[config.mk]
export PLATFORM = sky130hd
export DESIGN_NAME = dot_product_register_device
export DESIGN_NICKNAME = d
export VERILOG_FILES = /design/src/dpr_pkg.sv /design/src/dpr_queue.sv /design/src/dpr_front.sv /design/src/dpr_back.sv /design/src/dot_product_register_device.sv
export SDC_FILE = /design/constraint.sdc
export NUM_CORES = 1
export LEC_CHECK = 0
export BUFFER_PORTS_ARGS = -buffer_cell sky130_fd_sc_hd__buf_2
export CORE_AREA = 2 2 229 231
export CTS_BUF_LIST = sky130_fd_sc_hd__clkbuf_16
export CTS_CLUSTER_SIZE = 8
export DETAILED_ROUTE_END_ITERATION = 8
export DIE_AREA = 0 0 231 233
export MAX_ROUTING_LAYER = met4
export PLACE_DENSITY = 0.42
export SLEW_MARGIN = 10
export SYNTH_ARGS = -nofsm -noshare
export SYNTH_HDL_FRONTEND = slang
export SYNTH_SLANG_ARGS = --single-unit
[constraint.sdc]
create_clock -name clk_i -period 15.34 [get_ports clk_i]
set_clock_uncertainty 0.2 [all_clocks]
set_input_delay 0.767 -clock clk_i [delete_from_list [all_inputs] [get_ports clk_i]]
set_output_delay 0.767 -clock clk_i [all_outputs]
set_load 0.02 [all_outputs]
[src/dpr_pkg.sv]
package dpr_pkg;

  localparam int VecLen     = 8;
  localparam int IdxW       = (VecLen > 1) ? $clog2(VecLen) : 1;
  localparam int ElemW      = 8;
  localparam int DataW      = 32;
  localparam int OffW       = 8;
  localparam int ProdW      = 2 * ElemW;

  localparam int SlotShift  = 3;
  localparam int SlotBytes  = 1 << SlotShift;
  localparam int VecBase    = 'h10;
  localparam int VecEnd     = VecBase + 2 * VecLen * SlotBytes;
  localparam int ResultAddr = VecEnd;
  localparam int BusyAddr   = VecEnd + 2 * SlotBytes;
  localparam int CtrlAddr   = 'h00;
  localparam int SlotW      = OffW - SlotShift;

  localparam int CtrlStartBit = 0;
  localparam int CtrlDoneBit  = 1;
  localparam int CtrlIdleBit  = 2;

  localparam int QDepth = 2;
  localparam int QPtrW  = (QDepth > 1) ? $clog2(QDepth) : 1;
  localparam int QCntW  = $clog2(QDepth + 1);

  typedef enum logic [2:0] {
    CMD_NONE,
    CMD_START,
    CMD_CTRL_READ,
    CMD_VEC_WRITE,
    CMD_VEC_READ,
    CMD_RESULT_READ
  } cmd_kind_e;

  typedef struct packed {
    cmd_kind_e             kind;
    logic                  second;
    logic [IdxW-1:0]       idx;
    logic [ElemW-1:0]      data;
  } cmd_t;

  typedef struct packed {
    logic full;
    logic empty;
  } q_status_t;

endpackage

[src/dpr_queue.sv]
module dpr_queue import dpr_pkg::*; (
  input  logic      clk_i,
  input  logic      rst_ni,
  input  logic      push_i,
  input  cmd_t      push_cmd_i,
  input  logic      pop_i,
  output cmd_t      head_o,
  output q_status_t status_o
);

  cmd_t             entry_q [QDepth];
  logic [QPtrW-1:0] wr_ptr_q, rd_ptr_q;
  logic [QCntW-1:0] cnt_q;

  assign head_o         = entry_q[rd_ptr_q];
  assign status_o.full  = (cnt_q == QCntW'(QDepth));
  assign status_o.empty = (cnt_q == '0);

  always_ff @(posedge clk_i or negedge rst_ni) begin
    if (!rst_ni) begin
      wr_ptr_q <= '0;
      rd_ptr_q <= '0;
      cnt_q    <= '0;
    end else begin
      if (push_i) begin
        wr_ptr_q <= (wr_ptr_q == QPtrW'(QDepth - 1)) ? '0 : wr_ptr_q + 1'b1;
      end
      if (pop_i) begin
        rd_ptr_q <= (rd_ptr_q == QPtrW'(QDepth - 1)) ? '0 : rd_ptr_q + 1'b1;
      end
      if (push_i && !pop_i) begin
        cnt_q <= cnt_q + 1'b1;
      end else if (pop_i && !push_i) begin
        cnt_q <= cnt_q - 1'b1;
      end
    end
  end

  // Payload storage, no reset needed.
  always_ff @(posedge clk_i) begin
    if (push_i) begin
      entry_q[wr_ptr_q] <= push_cmd_i;
    end
  end

endmodule

[src/dpr_front.sv]
module dpr_front import dpr_pkg::*; (
  input  logic             start_i,
  input  logic             operation_i,
  input  logic [OffW-1:0]  offset_i,
  input  logic [DataW-1:0] write_data_i,
  input  q_status_t        q_status_i,
  output logic             busy_o,
  output logic             push_o,
  output cmd_t             push_cmd_o
);

  logic [OffW-1:0]  off_rel;
  logic [SlotW-1:0] slot;
  logic [SlotW-1:0] idx_full;
  logic             is_vec;
  logic             second;

  assign busy_o = q_status_i.full;
  assign push_o = start_i && !q_status_i.full;

  always_comb begin
    off_rel  = offset_i - OffW'(VecBase);
    slot     = off_rel[OffW-1:SlotShift];
    second   = (int'(slot) >= VecLen);
    idx_full = second ? slot - SlotW'(VecLen) : slot;
    is_vec   = (int'(offset_i) >= VecBase) && (int'(offset_i) < VecEnd) &&
               (off_rel[SlotShift-1:0] == '0);

    push_cmd_o.kind   = CMD_NONE;
    push_cmd_o.second = second;
    push_cmd_o.idx    = idx_full[IdxW-1:0];
    push_cmd_o.data   = write_data_i[ElemW-1:0];

    // Classify the request; anything unmapped or read-only on write answers zero.
    priority if (int'(offset_i) == CtrlAddr) begin
      if (!operation_i) begin
        push_cmd_o.kind = CMD_CTRL_READ;
      end else if (write_data_i[CtrlStartBit]) begin
        push_cmd_o.kind = CMD_START;
      end
    end else if (is_vec) begin
      push_cmd_o.kind = operation_i ? CMD_VEC_WRITE : CMD_VEC_READ;
    end else if (int'(offset_i) == ResultAddr) begin
      if (!operation_i) begin
        push_cmd_o.kind = CMD_RESULT_READ;
      end
    end else begin
      push_cmd_o.kind = CMD_NONE;
    end
  end

endmodule

[src/dpr_back.sv]
module dpr_back import dpr_pkg::*; (
  input  logic             clk_i,
  input  logic             rst_ni,
  input  q_status_t        q_status_i,
  input  cmd_t             head_i,
  output logic             pop_o,
  output logic             result_valid_o,
  output logic [DataW-1:0] read_data_o
);

  typedef enum logic {ST_IDLE, ST_MAC} state_e;

  state_e            state_q;
  logic [ElemW-1:0]  vec_a_q [VecLen];
  logic [ElemW-1:0]  vec_b_q [VecLen];
  logic [DataW-1:0]  sum_q, acc_q, acc_d;
  logic              done_q;
  logic [IdxW-1:0]   k_q;
  logic              result_valid_q;
  logic [DataW-1:0]  read_data_q;

  logic [IdxW-1:0]   rd_idx;
  logic [ElemW-1:0]  elem_a, elem_b, elem_sel;
  logic signed [ProdW-1:0] prod;
  logic [DataW-1:0]  ctrl_word;

  assign pop_o          = (state_q == ST_IDLE) && !q_status_i.empty;
  assign result_valid_o = result_valid_q;
  assign read_data_o    = read_data_q;

  always_comb begin
    rd_idx   = (state_q == ST_MAC) ? k_q : head_i.idx;
    elem_a   = vec_a_q[rd_idx];
    elem_b   = vec_b_q[rd_idx];
    elem_sel = head_i.second ? elem_b : elem_a;
    prod     = $signed(elem_a) * $signed(elem_b);
    acc_d    = acc_q + {{(DataW - ProdW){prod[ProdW-1]}}, prod};
    ctrl_word              = '0;
    ctrl_word[CtrlIdleBit] = 1'b1;
    ctrl_word[CtrlDoneBit] = done_q;
  end

  always_ff @(posedge clk_i or negedge rst_ni) begin
    if (!rst_ni) begin
      state_q        <= ST_IDLE;
      sum_q          <= '0;
      acc_q          <= '0;
      done_q         <= 1'b0;
      k_q            <= '0;
      result_valid_q <= 1'b0;
      read_data_q    <= '0;
      for (int i = 0; i < VecLen; i++) begin
        vec_a_q[i] <= '0;
        vec_b_q[i] <= '0;
      end
    end else begin
      result_valid_q <= 1'b0;
      unique case (state_q)
        ST_IDLE: begin
          if (pop_o) begin
            read_data_q <= '0;
            unique case (head_i.kind)
              CMD_START: begin
                acc_q   <= '0;
                k_q     <= '0;
                state_q <= ST_MAC;
              end
              CMD_CTRL_READ: begin
                result_valid_q <= 1'b1;
                read_data_q    <= ctrl_word;
                done_q         <= 1'b0;
              end
              CMD_VEC_WRITE: begin
                result_valid_q <= 1'b1;
                if (head_i.second) begin
                  vec_b_q[head_i.idx] <= head_i.data;
                end else begin
                  vec_a_q[head_i.idx] <= head_i.data;
                end
              end
              CMD_VEC_READ: begin
                result_valid_q <= 1'b1;
                read_data_q    <= {{(DataW - ElemW){1'b0}}, elem_sel};
              end
              CMD_RESULT_READ: begin
                result_valid_q <= 1'b1;
                read_data_q    <= sum_q;
              end
              default: begin
                result_valid_q <= 1'b1;
              end
            endcase
          end
        end
        ST_MAC: begin
          acc_q <= acc_d;
          k_q   <= k_q + 1'b1;
          if (k_q == IdxW'(VecLen - 1)) begin
            sum_q          <= acc_d;
            done_q         <= 1'b1;
            result_valid_q <= 1'b1;
            read_data_q    <= '0;
            state_q        <= ST_IDLE;
          end
        end
        default: state_q <= ST_IDLE;
      endcase
    end
  end

endmodule

[src/dot_product_register_device.sv]
// Register-mapped dot product of two signed 8-bit vectors.
//
// Request channel: drive operation_i (0 read, 1 write), offset_i and
// write_data_i with start_i high; the request is taken at a rising edge
// where busy_o is low. Map: control 0x00, first vector 0x10..0x48, second
// vector 0x50..0x88 (8-byte slots), result 0x90, busy 0xA0 (reads as zero).
// Result channel: every request returns exactly one read_data_o word,
// shown for one cycle with result_valid_o high, in request order. Writes
// and unmapped offsets return zero. The receiver cannot stall the block.
// A plain access is taken into a two-entry queue and executed by the
// back end once it is idle; its response is registered there.
// A control write with bit 0 set runs one signed 8x8 multiply-accumulate
// per element, over VecLen elements (8 by default) in the back end; its
// response is zero and done is set.
// Throughput: one plain access per cycle; busy_o rises only when the
// queue is full, which happens while a sum is being formed.
// Reset clears vectors, result, done and the queue; no result is pending.
module dot_product_register_device import dpr_pkg::*; (
  input  logic             clk_i,
  input  logic             rst_ni,
  input  logic             start_i,
  output logic             busy_o,
  input  logic             operation_i,
  input  logic [OffW-1:0]  offset_i,
  input  logic [DataW-1:0] write_data_i,
  output logic             result_valid_o,
  output logic [DataW-1:0] read_data_o
);

  logic      push, pop;
  cmd_t      push_cmd, head;
  q_status_t q_status;

  // Decode each request and push it.
  dpr_front u_front (
    .start_i      (start_i),
    .operation_i  (operation_i),
    .offset_i     (offset_i),
    .write_data_i (write_data_i),
    .q_status_i   (q_status),
    .busy_o       (busy_o),
    .push_o       (push),
    .push_cmd_o   (push_cmd)
  );

  // Hold decoded requests while the back end works on a sum.
  dpr_queue u_queue (
    .clk_i      (clk_i),
    .rst_ni     (rst_ni),
    .push_i     (push),
    .push_cmd_i (push_cmd),
    .pop_i      (pop),
    .head_o     (head),
    .status_o   (q_status)
  );

  // Execute requests in order against the register file and the MAC.
  dpr_back u_back (
    .clk_i          (clk_i),
    .rst_ni         (rst_ni),
    .q_status_i     (q_status),
    .head_i         (head),
    .pop_o          (pop),
    .result_valid_o (result_valid_o),
    .read_data_o    (read_data_o)
  );

endmodule

==> impl_metrics.toml <==
[synth]
async_reset_ff_frac = 0.886
synth_top_area_cell = "dfrtp_1"
avgSynthCellArea_um2 = 10.5
synth_edf_count = 30
synth_cells = 1456
seq_area_frac_synth = 0.442
synth.most_common_cell = "dfrtp_1"
synth_common_cells = "dfrtp_1 (234), nand2_1 (186), nor2_1 (132)"
ys.warnings.count = 0
synth_top_area_frac = 0.383
synth_area_leaders = "dfrtp_1 (38%), fa_1 (7.3%), edfxtp_1 (5.9%)"
yosys_most_used_dff = "dfrtp_1"
ys_ff_latch = 264
syn_nets = 1621
ys_types = 71
netlist_area_um2 = 15300

[critical_path]
arrival_ps = 9940
required_ps = 15570
crit_path_max_fanout = 32
crit_slowest_cell = "mux4_2"
slowest_delay_ps = 650
end_kind = "flop"
critPathKind = "reg -> reg"
crit_path_start_kind = "flop"
crit_top_cell = "inv_1"

[final_layout]
syn2layout_area_growth_pct = 13.7
multi_input_area_um2 = 7840
diodes = 0
nNetsFinal = 1668
seq_area_um2 = 6760
drive_gt1_frac = 0.127
nFillCells = 5235

[clocking]
cts_tree = "built"
ctsHoldBuffers = 0
clkSinkCount = 264
clock_latency_ps = 560
cts_buffers = 39
clockRootBuffer = "clkbuf_16"
clk_pin_slew_ps = 50
clockBufferDepth = 3
post_cts_buffers = 0
h-tree-depth = 2
postCtsResizedCells = 0

[global_route]
grt_max_degree = 108
antenna_found_initial = 0
grt.total_usage = 0.153
globalRouteOverflowTotal = 0
grt_pass1_wl_mm = 62.5
grt_pass1_vias = 10900

[routing]
ant_nets = 0
dr.pass1.iters = 5
vias = 10600
drc_errors = 0
top_layer = "met4"
wl_per_cell_um = 17.6
dr_wl_met3_mm = 1.20
met1_length_mm = 18.0
vias_per_cell = 4.82
drt-initial-drc-count = 500
wl_mm = 38.5
routed-wl-met2_mm = 18.4

[die]
die_w_um = 231
coreArea_um2 = 51100
die_h_um = 233
ios = 78
die_area_um2 = 53800
rows = 83
initial_core_util = 0.299

[pwr]
p_seq_frac = 0.272
clockPowerShare = 0.195
leakagePower_nw = 8.00
internal_power_mw = 2.25
comb_power_share = 0.533
powerDensity_nw_per_um2 = 228
ir_worst_vdd_uv = 87.7
power.share.switching = 0.433
power.switching_mw = 1.72

[timing]
slew_viol_final = 0
fin_crit_ps = 9710
timing.fmax_mhz = 103
rsz0062_at_grt = "no"
layout_setup_ws_ps = 5630
min_period_over_period = 0.633
setup_viol = 0
tns_ps = 0
max_slew_margin = 0.228
tightest_slew_ps = 1150
finalHoldViolCount = 0

[placement]
place.gp.congestion = 0.785
place_ws_ps = 5540
port_buffers = 53
place_hpwl_mm = 26.2

[hold_path]
holdCritPathClass = "in -> async"

[run_status]
status = "complete, no violations"

[run]
cap_violations = 0
cells by family after synthesis:
kind of cell / count (synthesis) / synth area share
AND/OR/NAND/NOR: 419 / 0.120
AO/OA/AOI/OAI: 340 / 0.142
flip-flops: 264 / 0.442
buffers and inverters: 187 / 0.0494
adder cells (fa/ha/maj): 121 / 0.127
multiplexers: 79 / 0.0935
XOR/XNOR: 46 / 0.0264
routing by layer:
metal / vias to the layer above / global-route usage
li1: 5152 / -
met1: 5237 / 0.195
met2: 141 / 0.250
met3: 53 / 0.0232
met4: 0 / 0.0474
met5: - / -
per-stage QoR:
step	utilization	cell area [um2]	hold slack (ps)	total power, mW	std cells
after floorplan	-	15300	240	2.67	1456
after global placement	0.319	16300	258	3.22	2142
after detailed placement	0.319	16300	265	3.24	2142
after CTS	0.340	17400	125	4.04	2194
after global routing	0.340	17400	152	4.30	2194
final	0.340	17400	97.8	3.96	2194
path summary, 6_finish.rpt:
check,startpoint,endpoint,slack [ps],depth (start not counted)
max,u_queue.rd_ptr_q,u_back.sum_q[31],5630,32
min,rst_ni,u_back.read_data_o[21],100,1
max reg2reg,u_queue.rd_ptr_q,u_back.sum_q[31],5630,32
min reg2reg,u_back.vec_b_q[14],u_back.vec_b_q[14],270,2
max in group asynchronous,rst_ni,u_back.vec_b_q[24],12580,3
min in group clk_i,write_data_i[4],u_queue.entry_q[0][4],200,1
placed cells by master (no fill, tap or decap), types with 8 or more instances in the layout:
| cell type | instances |
|---|---|
| o21ai_1 | 16 |
| a21o_1 | 13 |
| mux2i_4 | 17 |
| o21ai_0 | 88 |
| dfrtp_1 | 234 |
| nor2_1 | 132 |
| mux4_2 | 30 |
| a22o_1 | 51 |
| o211ai_1 | 10 |
| or2_1 | 12 |
| fa_1 | 56 |
| clkbuf_16 | 39 |
| nand2_1 | 186 |
| nor2b_1 | 13 |
| xor2_1 | 10 |
| nand2b_1 | 13 |
| inv_1 | 128 |
| nor3_1 | 11 |
| nand3_1 | 15 |
| buf_4 | 18 |
| mux2i_1 | 15 |
| edfxtp_1 | 30 |
| xnor2_1 | 35 |
| o21a_1 | 8 |
| ha_1 | 65 |
| a21oi_1 | 90 |
| buf_2 | 52 |
sequential cells by signal, summed over array words and instances, names as in the netlist:
register and flops:
u_back.acc_q 32, u_back.result_valid_o 1, u_queue.wr_ptr_q 1, u_queue.entry_q 30, u_back.k_q 3, u_back.state_q 1
u_back.read_data_o 32, u_back.sum_q 32, u_back.vec_b_q 64, u_queue.cnt_q 2, u_back.vec_a_q 64, u_queue.rd_ptr_q 1
u_back.done_q 1
final cells by class:
| class | count | share of cell area |
|---|---|---|
| Tap cell | 680 | 0.0489 |
| Clock buffer | 39 | 0.0561 |
| Inverter | 122 | 0.0263 |
| Multi-Input combinational cell | 1005 | 0.451 |
| Timing Repair Buffer | 71 | 0.0236 |
| Sequential cell | 264 | 0.389 |
| Clock inverter | 13 | 0.00504 |
worst max-delay path: cells and delay by family, from the launching register on:
kind | cells | cell delay, ps
AOI/OAI and AO/OA | 7 | 1510
xor gates and xnor gates | 2 | 290
adders and majority gates | 6 | 2980
buffers and inverters | 8 | 1490
muxes | 3 | 1290
DFF | 1 | 320
and+or+nand+nor | 6 | 1420
power by group through the flow:
stage | clock (mW) | combinational (mW) | sequential (mW)
floorplan | 0 | 1.61 | 1.07
global placement | 0 | 2.14 | 1.08
detailed placement | 0 | 2.15 | 1.09
CTS | 0.802 | 2.16 | 1.08
global route | 0.829 | 2.37 | 1.11
finish | 0.773 | 2.11 | 1.08
Note: power is estimated with default switching activity, not from simulation.
